<file path="config.mk">
export PLATFORM = sky130hd
export DESIGN_NAME = srbs_dp
export DESIGN_NICKNAME = d
export VERILOG_FILES = /design/src/srbs_pkg.sv /design/src/srbs_dp.sv
export SDC_FILE = /design/constraint.sdc
export NUM_CORES = 1
export LEC_CHECK = 0
export ABC_AREA = 1
export ABC_CLOCK_PERIOD_IN_PS = 8700
export BUFFER_PORTS_ARGS = -buffer_cell sky130_fd_sc_hd__buf_2
export CELL_PAD_IN_SITES_DETAIL_PLACEMENT = 0
export CELL_PAD_IN_SITES_GLOBAL_PLACEMENT = 1
export CORE_MARGIN = 4
export CORE_UTILIZATION = 30
export DETAILED_ROUTE_END_ITERATION = 8
export GPL_ROUTABILITY_DRIVEN = 0
export PLACE_DENSITY = 0.54
export SYNTH_ARGS = -nofsm -noshare
export SYNTH_HDL_FRONTEND = slang
export SYNTH_SLANG_ARGS = --single-unit
</file>
<file path="constraint.sdc">
create_clock -name clk -period 8.7 [get_ports clk]
set_input_delay 0.87 -clock clk [delete_from_list [all_inputs] [get_ports clk]]
set_output_delay 0.87 -clock clk [all_outputs]
set_load 0.1 [all_outputs]
</file>
<file path="src/srbs_pkg.sv">
`timescale 1ns / 1ps
// Shared types, constants and the control store for the sorted range search core.
// Used by the sequencer, the datapath and the top level; depends on nothing.
package srbs_pkg;

  localparam int STORE_DEPTH = 1024;
  localparam int IDX_W       = (STORE_DEPTH > 1) ? $clog2(STORE_DEPTH) : 1;
  localparam int LEN_W       = IDX_W + 1;
  localparam int PTR_W       = IDX_W + 2;
  localparam int DATA_W      = 32;
  localparam int CFG_W       = 11;
  localparam int ELEM_IDX_W  = 10;
  localparam int OUT_W       = 11;

  localparam logic OP_WRITE = 1'b0;
  localparam logic OP_QUERY = 1'b1;

  typedef logic signed [PTR_W-1:0] ptr_t;
  localparam ptr_t PTR_NONE = '1;

  // Step addresses of the control program.
  typedef logic [2:0] step_t;
  localparam step_t ST_IDLE   = 3'd0;
  localparam step_t ST_INIT   = 3'd1;
  localparam step_t ST_PROBE1 = 3'd2;
  localparam step_t ST_CMP1   = 3'd3;
  localparam step_t ST_SWAP   = 3'd4;
  localparam step_t ST_PROBE2 = 3'd5;
  localparam step_t ST_CMP2   = 3'd6;
  localparam step_t ST_EMIT   = 3'd7;

  typedef enum logic [1:0] {
    C_NEVER,
    C_ALWAYS,
    C_EMPTY,
    C_NO_QUERY
  } cond_t;

  typedef enum logic [2:0] {
    DP_NOP,
    DP_INIT,
    DP_PROBE,
    DP_CMP,
    DP_SWAP,
    DP_EMIT
  } dp_op_t;

  typedef struct packed {
    dp_op_t op;
    logic   lean_left;
    logic   track_bound;
    cond_t  cond;
    step_t  target;
  } ctrl_t;

  typedef struct packed {
    logic empty;
    logic query_go;
  } status_t;

  // Control store: a jump to target is taken when cond holds, else the step advances.
  function automatic ctrl_t ucode_rom(step_t s);
    ctrl_t w;
    begin
      unique case (s)
        ST_IDLE:   w = '{op: DP_NOP,   lean_left: 1'b0, track_bound: 1'b0,
                         cond: C_NO_QUERY, target: ST_IDLE};
        ST_INIT:   w = '{op: DP_INIT,  lean_left: 1'b0, track_bound: 1'b0,
                         cond: C_NEVER,    target: ST_IDLE};
        ST_PROBE1: w = '{op: DP_PROBE, lean_left: 1'b1, track_bound: 1'b1,
                         cond: C_EMPTY,    target: ST_SWAP};
        ST_CMP1:   w = '{op: DP_CMP,   lean_left: 1'b1, track_bound: 1'b1,
                         cond: C_ALWAYS,   target: ST_PROBE1};
        ST_SWAP:   w = '{op: DP_SWAP,  lean_left: 1'b0, track_bound: 1'b0,
                         cond: C_NEVER,    target: ST_IDLE};
        ST_PROBE2: w = '{op: DP_PROBE, lean_left: 1'b0, track_bound: 1'b0,
                         cond: C_EMPTY,    target: ST_EMIT};
        ST_CMP2:   w = '{op: DP_CMP,   lean_left: 1'b0, track_bound: 1'b0,
                         cond: C_ALWAYS,   target: ST_PROBE2};
        ST_EMIT:   w = '{op: DP_EMIT,  lean_left: 1'b0, track_bound: 1'b0,
                         cond: C_ALWAYS,   target: ST_IDLE};
      endcase
      return w;
    end
  endfunction

endpackage

</file>
<file path="src/srbs_dp.sv">
`timescale 1ns / 1ps
// Search datapath: bounds, midpoint, compare, hit and bound tracking, result registers.
// Depends on srbs_pkg; driven by the control word from srbs_seq.
module srbs_dp
  import srbs_pkg::*;
(
  input  logic                     clk,
  input  logic                     rst_n,
  input  ctrl_t                    ctrl,
  input  logic                     query_go,
  input  logic signed [DATA_W-1:0] search_target,
  input  logic [CFG_W-1:0]         array_length,
  input  logic [DATA_W-1:0]        rd_data,
  output logic [IDX_W-1:0]         rd_addr,
  output logic                     empty,
  output logic                     out_strobe,
  output logic signed [OUT_W-1:0]  out_first_index,
  output logic signed [OUT_W-1:0]  out_last_index
);

  logic signed [DATA_W-1:0] target_r, target_nxt;
  ptr_t lo_r, lo_nxt;
  ptr_t hi_r, hi_nxt;
  ptr_t tight_r, tight_nxt;
  ptr_t hit_r, hit_nxt;
  ptr_t hi_full_r, hi_full_nxt;
  ptr_t first_r, first_nxt;
  ptr_t mid_r, mid_nxt;
  logic out_strobe_r, out_strobe_nxt;
  logic signed [OUT_W-1:0] out_first_r, out_first_nxt;
  logic signed [OUT_W-1:0] out_last_r, out_last_nxt;

  logic [LEN_W-1:0] len_clamped;
  ptr_t hi_init;
  ptr_t mid_calc;
  ptr_t mid_m1;
  ptr_t mid_p1;
  logic signed [DATA_W-1:0] value;
  logic lt;
  logic gt;

  // A length above the store depth searches the whole store.
  assign len_clamped = (32'(array_length) > 32'(STORE_DEPTH)) ?
                       LEN_W'(STORE_DEPTH) : LEN_W'(array_length);
  assign hi_init  = ptr_t'({1'b0, len_clamped}) - ptr_t'(1);
  assign empty    = (lo_r > hi_r);
  assign mid_calc = lo_r + ((hi_r - lo_r) >>> 1);
  assign rd_addr  = mid_calc[IDX_W-1:0];
  assign mid_m1   = mid_r - ptr_t'(1);
  assign mid_p1   = mid_r + ptr_t'(1);
  assign value    = $signed(rd_data);
  assign lt       = (value < target_r);
  assign gt       = (value > target_r);
  assign target_nxt = query_go ? search_target : target_r;

  always_comb begin
    lo_nxt         = lo_r;
    hi_nxt         = hi_r;
    tight_nxt      = tight_r;
    hit_nxt        = hit_r;
    hi_full_nxt    = hi_full_r;
    first_nxt      = first_r;
    mid_nxt        = mid_r;
    out_strobe_nxt = 1'b0;
    out_first_nxt  = out_first_r;
    out_last_nxt   = out_last_r;
    unique case (ctrl.op)
      DP_NOP: begin
      end
      DP_INIT: begin
        lo_nxt      = '0;
        hi_nxt      = hi_init;
        tight_nxt   = hi_init;
        hi_full_nxt = hi_init;
        hit_nxt     = PTR_NONE;
      end
      DP_PROBE: begin
        mid_nxt = mid_calc;
      end
      DP_CMP: begin
        if (lt) begin
          lo_nxt = mid_p1;
        end else if (gt) begin
          hi_nxt = mid_m1;
          if (ctrl.track_bound) begin
            tight_nxt = mid_m1;
          end
        end else begin
          hit_nxt = mid_r;
          if (ctrl.lean_left) begin
            hi_nxt = mid_m1;
          end else begin
            lo_nxt = mid_p1;
          end
        end
      end
      DP_SWAP: begin
        // The second pass runs from the first hit (index 0 without one) up to the tightest right bound.
        first_nxt = hit_r;
        lo_nxt    = (hit_r == PTR_NONE) ? ptr_t'(0) : hit_r;
        hi_nxt    = (tight_r == PTR_NONE) ? hi_full_r : tight_r;
        hit_nxt   = PTR_NONE;
      end
      DP_EMIT: begin
        out_strobe_nxt = 1'b1;
        out_first_nxt  = OUT_W'(first_r);
        out_last_nxt   = OUT_W'(hit_r);
      end
      default: begin
      end
    endcase
  end

  always_ff @(posedge clk) begin
    if (!rst_n) begin
      out_strobe_r <= 1'b0;
    end else begin
      out_strobe_r <= out_strobe_nxt;
    end
  end

  always_ff @(posedge clk) begin
    target_r    <= target_nxt;
    lo_r        <= lo_nxt;
    hi_r        <= hi_nxt;
    tight_r     <= tight_nxt;
    hit_r       <= hit_nxt;
    hi_full_r   <= hi_full_nxt;
    first_r     <= first_nxt;
    mid_r       <= mid_nxt;
    out_first_r <= out_first_nxt;
    out_last_r  <= out_last_nxt;
  end

  assign out_strobe      = out_strobe_r;
  assign out_first_index = out_first_r;
  assign out_last_index  = out_last_r;

`ifndef SYNTHESIS
  a_mid_in_window: assert property (@(posedge clk) disable iff (!rst_n)
    (ctrl.op == DP_CMP) |-> (mid_r >= lo_r && mid_r <= hi_r))
    else $error("probed index left the search window");

  a_hit_in_store: assert property (@(posedge clk) disable iff (!rst_n)
    (ctrl.op == DP_EMIT) |->
      (hit_r == PTR_NONE || (hit_r >= ptr_t'(0) && hit_r <= ptr_t'(STORE_DEPTH - 1))))
    else $error("last hit outside the store");

  a_strobe_after_emit: assert property (@(posedge clk) disable iff (!rst_n)
    out_strobe_r |-> $past(ctrl.op == DP_EMIT))
    else $error("result strobe without an emit step");
`endif

endmodule

</file>
; ---- Word-level counts from Yosys, hierarchy flattened
; Index checks and enable logic that the tools add are counted.
[classes]
n_reduce_logical = 8
n_addsub = 5
order_cmp = 4
muxes = 19
n_eq_ne = 14
[op_table]
columns = op, n
row1 = $mux W12, 13
row2 = $pmux W12 S3, 2
row3 = $pmux W12 S2, 2
row4 = $gt A32 B32 Y1, 1
row5 = $lt A32 B32 Y1, 1
row6 = $eq A12 B1 Y1 const B, 2
row7 = $add A12 B11 Y12, 1
row8 = $add A12 B2 Y12 const B, 1
row9 = $gt A12 B12 Y1, 1
row10 = $sub A11 B1 Y12 const B, 1
row11 = $sub A12 B12 Y12, 1
row12 = $sub A12 B2 Y12 const B, 1
row13 = $gt A11 B11 Y1 const B, 1
row14 = $mux W11, 1
row15 = $ne A3 B3 Y1 const B, 3
row16 = $reduce_and A3 Y1, 3
row17 = $ne A2 B2 Y1 const B, 4
row18 = $eq A3 B2 Y1 const B, 2
row19 = $eq A3 B3 Y1 const B, 2
row20 = $reduce_and A4 Y1, 1
row21 = $reduce_bool A2 Y1, 2
row22 = $eq A3 B1 Y1 const B, 1
row23 = $reduce_bool A3 Y1, 1
row24 = $reduce_or A2 Y1, 1
row25 = $mux W1, 1
[word_totals]
regBits = 138
in_bits = 88

; ---- Longest topological paths before layout
[logic_depth]
word_depth = 5
mapped_depth = 18

; ---- Least setup slack after synthesis
; No wires, ideal clock.
[synth_timing]
path_kind = register to output
start = reg lo_r[3]
end = out empty
path_slack_ns = 4.917
stages_incl_launch_ff = 11
arrival_ns = 2.913
t_required_ns = 7.830
cell_sequence = edfxtp_1 -> inv_1 -> ha_1 -> a21o_1 -> nand3_1 -> nand2_1 -> a21oi_1 -> o21ai_0 -> nand2_1 -> nand3_1 -> xor2_1
[synth_via]
elab_chain_len = 1
[synth_rtl]
columns = element, line_no
row1 = start: declaration, srbs_dp.sv:22  ; ptr_t lo_r, lo_nxt;
row2 = start signal: assignment, srbs_dp.sv:124  ; lo_r <= lo_nxt;
row3 = $gt A12 B12 Y1, srbs_dp.sv:46  ; assign empty = (lo_r > hi_r);
row4 = end: declaration, srbs_dp.sv:15  ; output logic empty,
; No other way between the ends.

; ---- Worst setup path after layout
[layout_timing]
start = reg hi_r[0]
end = out rd_addr[8]
[layout_via]
elab_chain_len = 2
[layout_rtl]
columns = element, line_no
row1 = start: declaration, srbs_dp.sv:23  ; ptr_t hi_r, hi_nxt;
row2 = start signal: assignment, srbs_dp.sv:125  ; hi_r <= hi_nxt;
row3 = $sub A12 B12 Y12, srbs_dp.sv:47  ; assign mid_calc = lo_r + ((hi_r - lo_r) >>> 1);
row4 = $add A12 B11 Y12, srbs_dp.sv:47
row5 = end: declaration, srbs_dp.sv:14  ; output logic [IDX_W-1:0] rd_addr,
; No other way between the ends.

==> run_results.csv <==
group,metric,value,unit
timing,worst_pin_slew,1.12,ns
power_and_ir_drop,ir_drop,0.287,mV
detailed_routing,final_antenna_net_count,0,
floorplan,io_pins,122,
layout,area_delta_synth_final,19.5,%
floorplan,placeableCoreArea,25100,sq um
setup_path,criticalPathCategory,"flip-flop to output pin",
yosys,synth_flop_cell,"edfxtp_1",
placement,placed_area,8540,sq um
setup_path,reg2reg_to,"mid_r[11]",
timing,fin_skew,0.0119,ns
clock_tree,clock_tree.buffer_depth,2,
yosys,ys_top_cells_by_count,"edfxtp_1 (137), nand2_1 (137), inv_1 (127)",
timing,slew_violations,0,
yosys,synth_top_area_share,0.539,
detailed_routing,drcViolationCount,0,
setup_path,crit_family,"adder cells",
setup_path,rr_startpoint,"lo_r[3]",
worst_hold_path,min_path_cells,0,
setup_path,crit_path_top_delay_cell,"buf_2",
setup_path,slowest_delay,0.49,ns
yosys,ys_async_sr_fraction,0,
setup_path,path_buf_inv,3,
grt,grt_overflow,0,
timing,final_hold_viol_count,0,
timing,finalSetupTns,0,ns
timing,max_freq,210,MHz
clock_tree,cts_tree,"built",
clock_tree,ctsHoldBuffers,0,
detailed_routing,via_per_inst,4.48,
timing,post-route-period-util,0.549,
setup_path,crit_arrival,3.90,ns
setup_path,path_max_fanout,6,
layout,n_antenna_cell,0,
layout,drive_gt1_frac,0.196,
clock_tree,htreeDepth,4,
grt,grt_max_degree,33,
worst_hold_path,hold_class,"flip-flop to flip-flop",
layout,post-route-util,0.363,
setup_path,crit_chain,"inv_1 > nand2_1 > fa_1 > a31oi_1 > xor2_1 > inv_1 > ha_1 > a21oi_1 > nor2_1 > or3_1 > a21oi_1 > o21ai_1 > xor2_1 > buf_2",
detailed_routing,dr.pass1.iters,4,
layout,final_area,9110,sq um
setup_path,critical_path.startpoint_type,"flip-flop",
detailed_routing,drt_iter0_markers,262,
yosys,ys_seq_elements,138,
power_and_ir_drop,p_leak,0.00408,uW
yosys,synth_cell_types,50,
detailed_routing,avgRoutedWirePerCell,15.4,um
detailed_routing,vias,5455,
timing,rsz0062_at_grt,"no",
detailed_routing,routed_wl,18700,um
run,maxCapViolCount,0,
yosys,yosysSeqAreaShare,0.542,
yosys,syn_inst,754,
setup_path,worst_r2r_path_depth,15,
floorplan,die_h,167,um
placement,hpwlAfterDp,14700,um
timing,hold_slack,0.418,ns
timing,setup_viol,0,
timing,min_period,4.77,ns
timing,slew_headroom,0.251,
yosys,syn_area,7630,sq um
grt,grt_pass1_wl,30200,um
clock_tree,clkSlewWorstSetupHoldPaths,0.06,ns
clock_tree,clockRootBuffer,"clkbuf_16",
yosys,synth_area_leaders,"edfxtp_1 (54%), ha_1 (9.5%), nand2_1 (6.7%)",
clock_tree,insertion_delay,0.43,ns
yosys,synth_fp_nets,902,
power_and_ir_drop,powerDensity,250,nW/um^2
yosys,avgSynthCellArea,10.1,sq um
grt,grt_usage,0.137,
setup_path,cp_data_required_time,7.83,ns
setup_path,endpoint_kind,"output pin",
timing,layout_setup_ws,3.93,ns
placement,place_ws,4.37,ns
placement,portBuffers,116,
floorplan,initial_utilization,0.304,
worst_hold_path,hold_end,"out_first_index[6]",
yosys,synth_area_leader_cell,"edfxtp_1",
floorplan,die_x,167,um
clock_tree,cts_num_sinks,138,
worst_hold_path,holdCritStartpoint,"first_r[6]",
layout,nFillCells,2607,
grt,antenna_found_initial,1,
run_status,outcome,"finished clean",
yosys,ys.warnings.count,0,
layout,finalNetCount,1024,
floorplan,die_area,28000,sq um
floorplan,rows,58,
clock_tree,cts_buffers,17,
setup_path,rrSetupSlack,5.40,ns
grt,grt_pass1_vias,5649,
yosys,synth_edf_count,137,
clock_tree,postCtsSetupBuffers,0,
clock_tree,cts.repair.resized,0,
stage by stage:
| step | power (uW) | instances |
|---|---|---|
| 2_1_floorplan | 1480 | 754 |
| 3_3_place_gp | 1590 | 1187 |
| 6_report | 2280 | 1218 |
| 4_1_cts | 2300 | 1218 |
| 3_5_place_dp | 1590 | 1187 |
| 5_1_grt | 2400 | 1218 |
state kept, by name, indices dropped and copies added (netlist names), 12 cells and up:
signal / flops
hi_full_r: 12
hi_r: 12
hit_r: 12
lo_r: 12
mid_r: 12
target_r: 32
tight_r: 12
worst max-delay path by stage:
| stage | startpoint | to | depth (start not counted) |
|---|---|---|---|
| 6_report | hi_r[0] | rd_addr[8] | 14 |
| 5_1_grt | lo_r[2] | rd_addr[9] | 14 |
| 4_1_cts | hi_r[0] | rd_addr[8] | 14 |
| 3_5_place_dp | lo_r[1] | rd_addr[8] | 13 |
| 3_3_place_gp | lo_r[3] | rd_addr[8] | 14 |
| 2_1_floorplan | lo_r[3] | empty | 10 |
cells by family after synthesis:
logic type                 synth area share
buffers and inverters                0.0807
and+or+nand+nor                       0.158
AOI/OAI and AO/OA                    0.0910
xor gates and xnor gates             0.0282
DFF                                   0.542
adders and majority gates             0.100
where the power goes:
group	total, uW	switching [uW]	internal, uW
Sequential	834	28.9	805
Clock	711	289	422
Combinational	733	562	172
Total	2280	880	1400
per-layer routing:
layer,track usage,routed length [um],share of wire,vias to the layer above
li1,-,-,-,2827
met1,0.184,8810,0.47,2502
met2,0.218,8760,0.47,104
met3,0.0356,839,0.045,20
met4,0.0399,295,0.016,2
met5,0,7,0.00037,-
cells in the final DEF, fill, tap and decap left out, types with 2 or more instances in the layout:
cell,count
nand3_1,38
clkinvlp_4,4
a21oi_1,42
xnor2_1,7
nor4_1,3
ha_1,58
o221ai_1,2
a31oi_1,5
o21ai_1,4
edfxtp_1,137
xor2_1,15
o211ai_1,11
inv_1,127
inv_2,3
nand2_1,137
o32ai_1,3
o21ai_0,29
buf_2,116
bufinv_16,2
a21o_1,5
o21a_1,3
inv_6,2
fa_1,2
nor2_1,45
nor2_2,4
buf_4,5
nand4_1,13
clkinv_4,4
clkbuf_16,17
o22ai_1,2
or2_2,4
nor3_1,8
nand2_2,4
o31ai_1,5
nor3_2,2
worst register-to-register path: stages (launching register included):
cell,delay [ns]
edfxtp_1,0.38
inv_1,0.05
ha_1,0.36
a21o_1,0.22
nand3_1,0.06
nand2_1,0.05
a21oi_1,0.22
o21ai_0,0.23
a21oi_1,0.21
xnor2_1,0.09
ha_1,0.39
nand2_1,0.08
nor2_1,0.13
nand3_1,0.10
nand4_1,0.15
xnor3_1,0.33
layout make-up:
type | instances | area [sq um] | share of cell area
tap | 330 | 413 | 0.0453
inverter | 130 | 488 | 0.0535
sequential | 138 | 4130 | 0.454
clock buffer | 18 | 429 | 0.0471
clock inverter | 13 | 146 | 0.0161
timing repair buffer | 121 | 618 | 0.0678
multi-input combinational | 468 | 2890 | 0.317
No activity file was read; power rests on OpenSTA's default activity.
