`src/srbs_pkg.sv`:
```
`timescale 1ns / 1ps
// Shared types, constants and the control store for the sorted range search core.
// Used by the sequencer, the datapath and the top level; depends on nothing.
package srbs_pkg;

  localparam int STORE_DEPTH = 1024;
  localparam int IDX_W       = (STORE_DEPTH > 1) ? $clog2(STORE_DEPTH) : 1;
  localparam int LEN_W       = IDX_W + 1;
  localparam int PTR_W       = IDX_W + 2;
  localparam int DATA_W      = 32;
  localparam int CFG_W       = 11;
  localparam int ELEM_IDX_W  = 10;
  localparam int OUT_W       = 11;

  localparam logic OP_WRITE = 1'b0;
  localparam logic OP_QUERY = 1'b1;

  typedef logic signed [PTR_W-1:0] ptr_t;
  localparam ptr_t PTR_NONE = '1;

  // Step addresses of the control program.
  typedef logic [2:0] step_t;
  localparam step_t ST_IDLE   = 3'd0;
  localparam step_t ST_INIT   = 3'd1;
  localparam step_t ST_PROBE1 = 3'd2;
  localparam step_t ST_CMP1   = 3'd3;
  localparam step_t ST_SWAP   = 3'd4;
  localparam step_t ST_PROBE2 = 3'd5;
  localparam step_t ST_CMP2   = 3'd6;
  localparam step_t ST_EMIT   = 3'd7;

  typedef enum logic [1:0] {
    C_NEVER,
    C_ALWAYS,
    C_EMPTY,
    C_NO_QUERY
  } cond_t;

  typedef enum logic [2:0] {
    DP_NOP,
    DP_INIT,
    DP_PROBE,
    DP_CMP,
    DP_SWAP,
    DP_EMIT
  } dp_op_t;

  typedef struct packed {
    dp_op_t op;
    logic   lean_left;
    logic   track_bound;
    cond_t  cond;
    step_t  target;
  } ctrl_t;

  typedef struct packed {
    logic empty;
    logic query_go;
  } status_t;

  // Control store: a jump to target is taken when cond holds, else the step advances.
  function automatic ctrl_t ucode_rom(step_t s);
    ctrl_t w;
    begin
      unique case (s)
        ST_IDLE:   w = '{op: DP_NOP,   lean_left: 1'b0, track_bound: 1'b0,
                         cond: C_NO_QUERY, target: ST_IDLE};
        ST_INIT:   w = '{op: DP_INIT,  lean_left: 1'b0, track_bound: 1'b0,
                         cond: C_NEVER,    target: ST_IDLE};
        ST_PROBE1: w = '{op: DP_PROBE, lean_left: 1'b1, track_bound: 1'b1,
                         cond: C_EMPTY,    target: ST_SWAP};
        ST_CMP1:   w = '{op: DP_CMP,   lean_left: 1'b1, track_bound: 1'b1,
                         cond: C_ALWAYS,   target: ST_PROBE1};
        ST_SWAP:   w = '{op: DP_SWAP,  lean_left: 1'b0, track_bound: 1'b0,
                         cond: C_NEVER,    target: ST_IDLE};
        ST_PROBE2: w = '{op: DP_PROBE, lean_left: 1'b0, track_bound: 1'b0,
                         cond: C_EMPTY,    target: ST_EMIT};
        ST_CMP2:   w = '{op: DP_CMP,   lean_left: 1'b0, track_bound: 1'b0,
                         cond: C_ALWAYS,   target: ST_PROBE2};
        ST_EMIT:   w = '{op: DP_EMIT,  lean_left: 1'b0, track_bound: 1'b0,
                         cond: C_ALWAYS,   target: ST_IDLE};
      endcase
      return w;
    end
  endfunction

endpackage

```
`src/srbs_seq.sv`:
```
`timescale 1ns / 1ps
// Step counter and control store readout for the sorted range search core.
// Depends on srbs_pkg for the control word, status and step addresses.
module srbs_seq
  import srbs_pkg::*;
(
  input  logic    clk,
  input  logic    rst_n,
  input  status_t status,
  output ctrl_t   ctrl,
  output logic    busy
);

  step_t pc_r;
  step_t pc_nxt;
  logic  take;

  assign ctrl = ucode_rom(pc_r);

  always_comb begin
    unique case (ctrl.cond)
      C_NEVER:    take = 1'b0;
      C_ALWAYS:   take = 1'b1;
      C_EMPTY:    take = status.empty;
      C_NO_QUERY: take = !status.query_go;
      default:    take = 1'b0;
    endcase
    pc_nxt = take ? ctrl.target : step_t'(pc_r + 3'd1);
  end

  always_ff @(posedge clk) begin
    if (!rst_n) begin
      pc_r <= ST_IDLE;
    end else begin
      pc_r <= pc_nxt;
    end
  end

  assign busy = (pc_r != ST_IDLE);

endmodule

```
`config.mk`:
```
export PLATFORM = sky130hd
export DESIGN_NAME = srbs_seq
export DESIGN_NICKNAME = d
export VERILOG_FILES = /design/src/srbs_pkg.sv /design/src/srbs_seq.sv
export SDC_FILE = /design/constraint.sdc
export NUM_CORES = 1
export LEC_CHECK = 0
export ABC_AREA = 1
export CORE_ASPECT_RATIO = 0.7
export CORE_MARGIN = 2
export CORE_UTILIZATION = 25
export DETAILED_ROUTE_END_ITERATION = 16
export DONT_BUFFER_PORTS = 1
export GPL_ROUTABILITY_DRIVEN = 1
export GPL_TIMING_DRIVEN = 1
export PLACE_DENSITY = 0.39
export SETUP_SLACK_MARGIN = 0.3
export SYNTH_ARGS = -nofsm -noshare
export SYNTH_HDL_FRONTEND = slang
export SYNTH_SLANG_ARGS = --single-unit
```
`constraint.sdc`:
```
create_clock -name clk -period 1.47 [get_ports clk]
set_input_delay 0.2205 -clock clk [delete_from_list [all_inputs] [get_ports clk]]
set_output_delay 0.2205 -clock clk [all_outputs]
set_load 0.1 [all_outputs]
```
Yosys cells after proc, flatten, opt, wreduce, memory -nomap -nowiden
Memory sizes are Yosys's and may differ from the RTL's. A register that Yosys moved wholly into a read port is not among the register bits.
Index checks and enable logic that the tools add are counted.
{ "totals": {"mem_bits_rw": 0, "latchBits": 0, "rom_bits": 80, "regBits": 3, "n_memories": 1} }
{ "mem_list": {"columns": ["memory", "words", "word_bits", "read_ports", "rd_clocked_by_memory_dff", "wr", "line", "rtl"], "rows": [
  ["(name not given)", 8, 10, 1, 1, 0, "srbs_pkg.sv:65", "unique case (s)"]
]} }
{ "classes": {"magnitude_cmp": 0, "addsub": 1, "eq_ne": 3, "n_div": 0, "multipliers": 0, "n_shift": 0, "n_bitwise": 0, "n_mux": 3, "reduce_logical": 3} }
{ "op_table": {"columns": ["operator", "n"], "rows": [
  ["3-bit 2-to-1 mux", 2],
  ["2-bit equality test (second input constant)", 2],
  ["1-bit case mux with 4 select lines", 1],
  ["3-bit by 1-bit adder with 3-bit output (second input constant)", 1],
  ["3-bit nonzero test", 1],
  ["2-bit by 1-bit equality test with 1-bit output (second input constant)", 1],
  ["2-bit logical NOT", 1],
  ["1-bit logical NOT", 1]
]} }

Logic depth before layout (Yosys ltp)
Gate-level depths: netlist (run 1).
{ "depth": {"ltp_word": 4, "mapped_depth": 10, "ltp_nobuf": 10} }

Worst setup path before layout (run 1)
No wires, ideal clock.
{ "synth_timing": {"path_type": "register -> register", "from": "register, netlist name ctrl[3]", "to": "register, netlist name ctrl[2]", "slack_ps": -789, "period_less_slack_ps": 2259, "path_stages_with_launch": 10, "required_time_ps": 1355, "setup_time_ps": 115, "arrival_time_ps": 2144, "n_path_buf": 0, "cell_sequence": "dfxtp_1 > nand3_1 > nand3_1 > nand2_1 > nor2_2 > inv_1 > ha_1 > inv_1 > nand2_1 > nand2_1"} }
{ "synth_via": {"elab_chain_cells": 4} }
{ "synth_rtl": {"columns": ["element", "line", "rtl"], "rows": [
  ["2-bit equality test (tied with other cells)", "srbs_seq.sv:21", "unique case (ctrl.cond)"],
  ["1-bit case mux with 4 select lines (*)", "srbs_seq.sv:21", null],
  ["3-bit 2-to-1 mux (*)", "srbs_seq.sv:28", "pc_nxt = take ? ctrl.target : step_t'(pc_r + 3'd1);"],
  ["3-bit 2-to-1 mux (no source line) (*)", null, null]
]} }
Every way passes the cells marked *; elsewhere a longest branch is shown, timed or not.
A chain may end at the register's enable or synchronous reset.

Worst setup path in the final report (run 1)
{ "layout_timing": {"from": "register, netlist name ctrl[4]", "to": "register, netlist name ctrl[8]"} }
{ "layout_via": {"elab_chain_cells": 4} }
{ "layout_rtl": {"columns": ["element", "line"], "rows": [
  ["2-bit equality test (tied with other cells)", "srbs_seq.sv:21"],
  ["1-bit case mux with 4 select lines (*)", "srbs_seq.sv:21"],
  ["3-bit 2-to-1 mux (*)", "srbs_seq.sv:28"],
  ["3-bit 2-to-1 mux (no source line) (*)", null]
]} }
Marks and branches as above.

==> results of run 1 <==
[synth_stat cells]
| master | instances |
|---|---|
| inv_1 | 13 |
| nor2_2 | 1 |
| nor2_4 | 1 |
| nand3b_1 | 1 |
| a21oi_1 | 1 |
| nand2_1 | 27 |
| dfxtp_1 | 12 |
| ha_1 | 5 |
| nor2_1 | 4 |
| nand3_1 | 5 |
| buf_4 | 1 |
[worst paths after layout]
check,slack (ns),from,cells after the start,end
worst max register to register,0.10,ctrl[4]$_DFF_P_,9,ctrl[8]$_DFF_P_
worst min-delay path,0.10,rst_n,2,pc_r[1]$_SDFF_PN0_
worst min register to register,0.63,ctrl[1]$_DFF_P_,4,pc_r[1]$_SDFF_PN0_
worst max-delay path,0.10,ctrl[4]$_DFF_P_,9,ctrl[8]$_DFF_P_
[cell families after synthesis]
group | Yosys count | synth area share [%]
fa+ha+maj | 5 | 11.8
simple gates | 39 | 31.4
compound gates | 1 | 0.942
buf+inv | 14 | 10.6
flops | 12 | 45.3
[layer usage]
layer / wire length (um) / up-vias
li1: - / 253
met1: 587 / 206
met2: 457 / 15
met3: 95 / 5
met4: 32 / 0
met5: 0 / -
[sequential cells by signal (all words and copies together), names as in the netlist]
signal  cells
ctrl        9
pc_r        3
[through the flow]
stage / utilization (%) / setup TNS [ns] / setup WS, ns / hold WS, ns
detailed placement: 37.0 / 0 / 0.0238 / 0.403
global route: 46.3 / 0 / 0.0399 / 0.0811
floorplan: - / -0.349 / -0.0892 / 0.381
global placement: 37.0 / 0 / 0.0256 / 0.410
CTS: 43.8 / 0 / 0.111 / 0.0880
finish: 46.3 / 0 / 0.102 / 0.100
[area by class of cell]
class / instances / area (um2) / area share (%)
multi-input combinational: 45 / 373 / 41.6
tap: 22 / 27.5 / 3.07
clock buffer: 4 / 36.3 / 4.04
inverter: 13 / 53.8 / 6.00
timing repair buffer: 16 / 144 / 16.0
sequential: 12 / 263 / 29.3
[layout by cell type, fill, tap and decap left out, types with 4 or more instances in the layout]
master and count:
buf_4 12, dfxtp_1 4, dfxtp_4 5, inv_1 7, inv_2 4, nand2_1 17, nand2_2 6, nand2_4 4
[what timing repair did]
action / in CTS / in global routing
buffers inserted: 2 / 2
endpoints found under the setup margin: 13 / 15
pin swaps: 7 / 7
resized for setup: 21 / 11
==> metrics, run 1 <==
status=finished, final reports clean; Startpoint Class=register; grt peak-use layer=met1; measured slew at the worst slew-check pin=0.565 ns; Vias/cell=4.28; Max Cap Viol=0; DR iter-0 viols=10; DR vias=479; Skew-Pair Late Insertion Delay=0.27 ns; initial antenna violation count=0; Post-Syn Area=531 um2; Die Area=2510 um2; starting density of the core=27.4%; Root Driver=clkbuf_4; Slowest cell on crit path=dfxtp_4; CP Capture Type=register; synth top area cells=dfxtp_1 (45%), nand2_1 (19%), ha_1 (12%); fin cells=112; # port buffers=0; final clock skew=0.00544 ns; Setup CP Type=reg -> reg; Distinct cells, synth=11; Req. time, crit path=1.64 ns; final hold vios=0; GRT Overall Usage=10.8%; residual DRC count=0; wire per inst=10.5 um; Final GP Congestion=0.723; GRT Residual Overflow=0; GRT met2 Usage=12.9%; Ports=15; fin. max-slew vios=0; Syn-to-layout area delta=69.1%; peak fanout along the critical path=5; Crit path arrival time=1.54 ns; Yosys warnings=0; CTS H-tree lvls=1; minimum clock period=1.37 ns; clock buffer depth=2; layout cell share with drive strength beyond 1=63.3%; post-DP HPWL=887 um; NumNets Final=100; post-route cell area=897 um2; antenna viol nets, final=0; die width=59.1 um; hold_buf cts=0; Final Setup Violations=0; Synth Instances=71; RSZ-0062 raised after global routing=true; CTS sink count=12; Slew HR=62.5%; largest net degree at the start of global routing=8; CTS tree=done; CTS buffer count=3; first-pass GRT wire length=1920 um; sequential fraction of the synthesis area=45.3%; Worst path top cell family by delay=simple AND/OR/NAND/NOR gates; critical-path cell list=nand3_4, nand3_2, nand2_2, nor2_4, inv_2, ha_4, inv_4, nand2_4, nand2_1; crit path buf inv count=2; final wirelength=1170 um; CP peak stage delay=0.38 ns; achievable frequency=731 MHz; Avg Inst Size Synth=7.47 um2; # rows=13; fillers=195; syn nets=80; Area after DPL=717 um2; DRT Pass-1 Iters=4; Die Y=42.5 um; number of global-route vias before repair=431; dpl cells=104; global-route met3 utilization=6.48%; area leader, netlist=dfxtp_1; met1 usage=14.1%; Core ar.=1940 um2; #FFs+latches synth=12; Hold WC Path Type=in -> reg; Reg clk slew, reported paths=0.08 ns; fin crit share=93.0%; # diodes=0; post-synth top area share=45.3%
Power of run 1 is not shown: default switching activity piles up to over one toggle a cycle in this logic, so the estimate is an artifact.
==> inputs of run 2 (changes only) <==
PLACE_DENSITY = unset   (was 0.39)
==> run 2 against run 1 <==
Net effect: register-to-register slack got worse by 0.02 ns; global-route usage increased by 2.5 points; flip-flop and latch count unchanged; sequential share of layout area down 3.4 points; cell area grew 13%; hold slack worse by 0.014 ns; via count is 11% higher; critical path type unchanged; critical endpoint is now ctrl[2]$_DFF_P_.
==> metrics, run 2 (synthesized netlist as in run 1, its figures left out) <==
final wirelength=1410 um (+20%); clock buffer depth=2 (unchanged); fin crit share=94.4% (+1.4 points); DR top layer=met4; Root Driver=clkbuf_4; number of global-route vias before repair=565 (+31%); most frequent cells in the layout=buf_4 (19), nand2_1 (12), nand2_2 (9), inv_2 (6); Skew-Pair Late Insertion Delay=0.28 ns (about the same); peak fanout along the critical path=3 (-2); Worst path top cell family by delay=adder cells; hold_buf cts=0 (unchanged); wire per inst=11.7 um (+11%); DR vias=530 (+11%); fin. max-slew vios=0 (unchanged); die width=59.1 um (unchanged); TNS Setup=0 ns (unchanged); final hold vios=0 (unchanged); antenna viol nets, final=0 (unchanged); achievable frequency=721 MHz (-1.4%); Slew HR=62.8% (+0.29 points); CP peak stage delay=0.35 ns (-0.03 ns); initial antenna violation count=0 (unchanged); Startpoint Class=register; # rows=13 (unchanged); met3 routed WL=73 um (-23%); fin util=52.4% (+6.0 points); Max Cap Viol=0 (unchanged); GRT Overall Usage=13.3% (+2.5 points); Ports=15 (unchanged); measured slew at the worst slew-check pin=0.561 ns (-0.00432 ns); CP Capture Type=register; Vias/cell=4.38 (+2.4%); commonest non-fill, non-tap cell in the layout=buf_4; Hold WC Path Type=in -> reg; Die Area=2510 um2 (unchanged); CTS tree=done; Final Setup Violations=0 (unchanged); final clock skew=0.00333 ns (-0.00211 ns); status=finished, final reports clean; # diodes=0 (unchanged); crit path buf inv count=3 (+1); RSZ-0062 raised after global routing=true; Syn-to-layout area delta=91.0%; Setup CP Type=reg -> reg; CTS buffer count=3 (unchanged); Core ar.=1940 um2 (unchanged); dpl cells=104 (unchanged); starting density of the core=27.4% (unchanged); DRT Pass-1 Iters=4 (unchanged); Die Y=42.5 um (unchanged); residual DRC count=0 (unchanged); Slowest cell on crit path=dfxtp_2; CTS sink count=12 (unchanged); NumNets Final=109 (+9.0%); first-pass GRT wire length=2370 um (+23%); layout cell share with drive strength beyond 1=73.7% (+10 points); Reg clk slew, reported paths=0.08 ns (about the same); DR iter-0 viols=8 (-2); # port buffers=0 (unchanged); fin cells=121 (+8.0%); WL met1=552 um (-6.0%); post-DP HPWL=784 um (-12%); Req. time, crit path=1.65 ns (about the same); largest net degree at the start of global routing=8 (unchanged); minimum clock period=1.39 ns (+0.0199 ns); max FFs per register=9 (unchanged); critical-path cell list=inv_2, ha_4, a21oi_2, nor2_4, inv_2, ha_4, inv_4, nand2_4, nand2_1; GRT Residual Overflow=0 (unchanged); met2 WL=735 um (+61%); CTS H-tree lvls=1 (unchanged); WHS=0.0864 ns (-0.0140 ns); Final GP Congestion=0.814 (+13%); Crit path arrival time=1.56 ns (+0.02 ns)
-- run 2: layout make-up --
type,count,area [um2]
fill,166,922
multi-input combinational,45,414
sequential,12,263
timing repair buffer,25,219
inverter,13,53.8
clock buffer,4,36.3
tap,22,27.5
-- run 2: final timing paths --
| kind | startpoint | endpoint | slack [ns] | depth (start not counted) |
|---|---|---|---|---|
| setup / recovery | pc_r[0]$_SDFF_PN0_ | ctrl[2]$_DFF_P_ | 0.08 | 9 |
| hold / removal | rst_n | pc_r[1]$_SDFF_PN0_ | 0.09 | 2 |
| setup reg to reg | pc_r[0]$_SDFF_PN0_ | ctrl[2]$_DFF_P_ | 0.08 | 9 |
| hold reg to reg | ctrl[1]$_DFF_P_ | pc_r[1]$_SDFF_PN0_ | 0.64 | 4 |
-- run 2: worst register-to-register path, delay by kind of cell, from the launching register on --
family	cells	cell delay (ns)
adders and majority gates	2	0.53
DFF	1	0.35
buffers and inverters	3	0.15
and+or+nand+nor	3	0.22
AOI/OAI and AO/OA	1	0.04
-- run 2: routing by layer --
layer,vias up,global-route usage (%)
met1,242,13.0
li1,269,-
met5,-,0
met4,0,10.9
met3,6,4.63
met2,13,22.2
-- run 2: metrics by stage --
stage	cell area [um2]	setup WS (ns)
6_report	1010	0.0824
2_1_floorplan	594	-0.0892
5_1_grt	1010	0.0187
3_5_place_dp	717	0.0328
4_1_cts	945	0.0834
3_3_place_gp	717	0.0508
-- run 2: repair_timing --
item,in CTS,in global routing
pin swaps,15,11
buffers inserted,10,3
endpoints found under the setup margin,12,15
gates resized for setup,32,13
Power of run 2 is left out for the same reason.
==> inputs of run 3 (changes only) <==
MAX_ROUTING_LAYER = met4   (was unset)
==> run 3 against run 2 <==
Net effect: non-clock buffer count did not move; die area unchanged; flip-flop and latch count stayed put; sequential share of layout area unchanged; final cell count unchanged; first-iteration DRC count did not move; via count stayed put.
==> metrics, run 3 (synthesized netlist as in run 1, its figures left out) <==
status=finished, final reports clean; hold path cells=2 (unchanged); post-DP HPWL=784 um (unchanged); # rows=13 (unchanged); Max Cap Viol=0 (unchanged); layout cell share with drive strength beyond 1=73.7% (unchanged); Reg clk slew, reported paths=0.08 ns (about the same); DRT Pass-1 Iters=4 (unchanged); CP Capture Type=register; fin crit share=94.4% (about the same); Hold WC Path Type=in -> reg; WHS=0.0862 ns (-0.000278 ns); fillers=166 (unchanged); Vias/cell=4.38 (unchanged); Final Setup Violations=0 (unchanged); Syn-to-layout area delta=91.0% (unchanged); peak fanout along the critical path=3 (unchanged); first-pass GRT wire length=2370 um (unchanged); Slew HR=62.6% (-0.17 points); hold path start=rst_n; minimum clock period=1.39 ns (+0.000569 ns); RSZ-0062 raised after global routing=true; NumNets Final=109 (unchanged); GRT Residual Overflow=0 (unchanged); Ports=15 (unchanged); area occupied by multi-input gates=414 um2 (unchanged); Worst R2R Start=pc_r[0]$_SDFF_PN0_; Final GP Congestion=0.826 (+1.5%); Root Driver=clkbuf_4; die width=59.1 um (unchanged); R2R cell count=9 (unchanged); R2R Path End=ctrl[2]$_DFF_P_; Core ar.=1940 um2 (unchanged); Die Area=2510 um2 (unchanged); fin util=52.4% (unchanged); measured slew at the worst slew-check pin=0.563 ns (+0.00262 ns); largest net degree at the start of global routing=8 (unchanged); initial antenna violation count=0 (unchanged); Startpoint Class=register; DR iter-0 viols=8 (unchanged); CTS buffer count=3 (unchanged); final clock skew=0.00356 ns (+0.000223 ns); Slowest cell on crit path=dfxtp_2; # diodes=0 (unchanged); antenna viol nets, final=0 (unchanged); number of global-route vias before repair=565 (unchanged); commonest non-fill, non-tap cell in the layout=buf_4; DR vias=530 (unchanged); post-route cell area=1010 um2 (unchanged); starting density of the core=27.4% (unchanged); Area after DPL=717 um2 (unchanged); wire per inst=11.7 um (+0.35%); Skew-Pair Late Insertion Delay=0.28 ns (about the same); # port buffers=0 (unchanged); max FFs per register=9 (unchanged); register area=263 um2 (unchanged); critical-path cell list=inv_2, ha_4, a21oi_2, nor2_4, inv_2, ha_4, inv_4, nand2_4, nand2_1; residual DRC count=0 (unchanged); achievable frequency=720 MHz (about the same); CP peak stage delay=0.35 ns (about the same); Setup CP Type=reg -> reg; final wirelength=1420 um (+0.35%); Crit path arrival time=1.57 ns (about the same); TNS Setup=0 ns (unchanged); GRT Overall Usage=13.6% (+0.36 points); Hold Path End=pc_r[1]$_SDFF_PN0_; final hold vios=0 (unchanged); fin. max-slew vios=0 (unchanged); CTS tree=done; r2r setup slk=0.08 ns (about the same); most frequent cells in the layout=buf_4 (19), nand2_1 (12), nand2_2 (9), inv_2 (6); CTS sink count=12 (unchanged); Req. time, crit path=1.65 ns (about the same); CTS H-tree lvls=1 (unchanged); clock buffer depth=2 (unchanged); Die Y=42.5 um (unchanged)
-- run 3: per-stage QoR --
| step | worst slack [ns] | cells |
|---|---|---|
| 6_report | 0.0819 | 121 |
| 3_3_place_gp | 0.0508 | 104 |
| 5_1_grt | 0.0187 | 121 |
| 3_5_place_dp | 0.0328 | 104 |
| 2_1_floorplan | -0.0892 | 71 |
| 4_1_cts | 0.0834 | 118 |
-- run 3: area by class of cell --
class                      count  area share, %
timing repair buffer          25           21.6
inverter                      13           5.31
clock buffer                   4           3.58
multi-input combinational     45           40.9
sequential                    12           25.9
tap                           22           2.72
-- run 3: critical path: cells and delay by family (launching register included) --
kind | cells | cell delay (ns)
flip-flops | 1 | 0.35
AND/OR/NAND/NOR | 3 | 0.22
buffers and inverters | 3 | 0.15
adder cells (fa/ha/maj) | 2 | 0.53
AO/OA/AOI/OAI | 1 | 0.04
-- run 3: worst max-delay path by stage --
stage / start / end / slack (ns) / cells after the start
after floorplan: ctrl[3]$_DFF_P_ / ctrl[8]$_DFF_P_ / -0.09 / 9
after global placement: pc_r[1]$_SDFF_PN0_ / ctrl[2]$_DFF_P_ / 0.05 / 9
after detailed placement: pc_r[0]$_SDFF_PN0_ / ctrl[2]$_DFF_P_ / 0.03 / 8
after CTS: pc_r[0]$_SDFF_PN0_ / ctrl[2]$_DFF_P_ / 0.08 / 9
after global routing: ctrl[3]$_DFF_P_ / ctrl[2]$_DFF_P_ / 0.02 / 9
final: pc_r[0]$_SDFF_PN0_ / ctrl[2]$_DFF_P_ / 0.08 / 9
-- run 3: per-layer routing --
metal | vias to the layer above | share of wire [%] | wire, um | GRT usage (%)
li1 | 269 | - | - | -
met1 | 243 | 40 | 569 | 13.4
met2 | 12 | 52 | 741 | 22.2
met3 | 6 | 3.9 | 55 | 4.01
met4 | 0 | 3.5 | 50 | 10.9
met5 | - | 0 | 0 | -
-- run 3: repair_timing --
action,4_1_cts,5_1_grt
pin swaps,15,11
setup endpoints to repair,12,15
hold buffers,0,0
setup buffers,10,3
resized for setup,32,13
cloned,0,0
Power of run 3 is left out for the same reason.
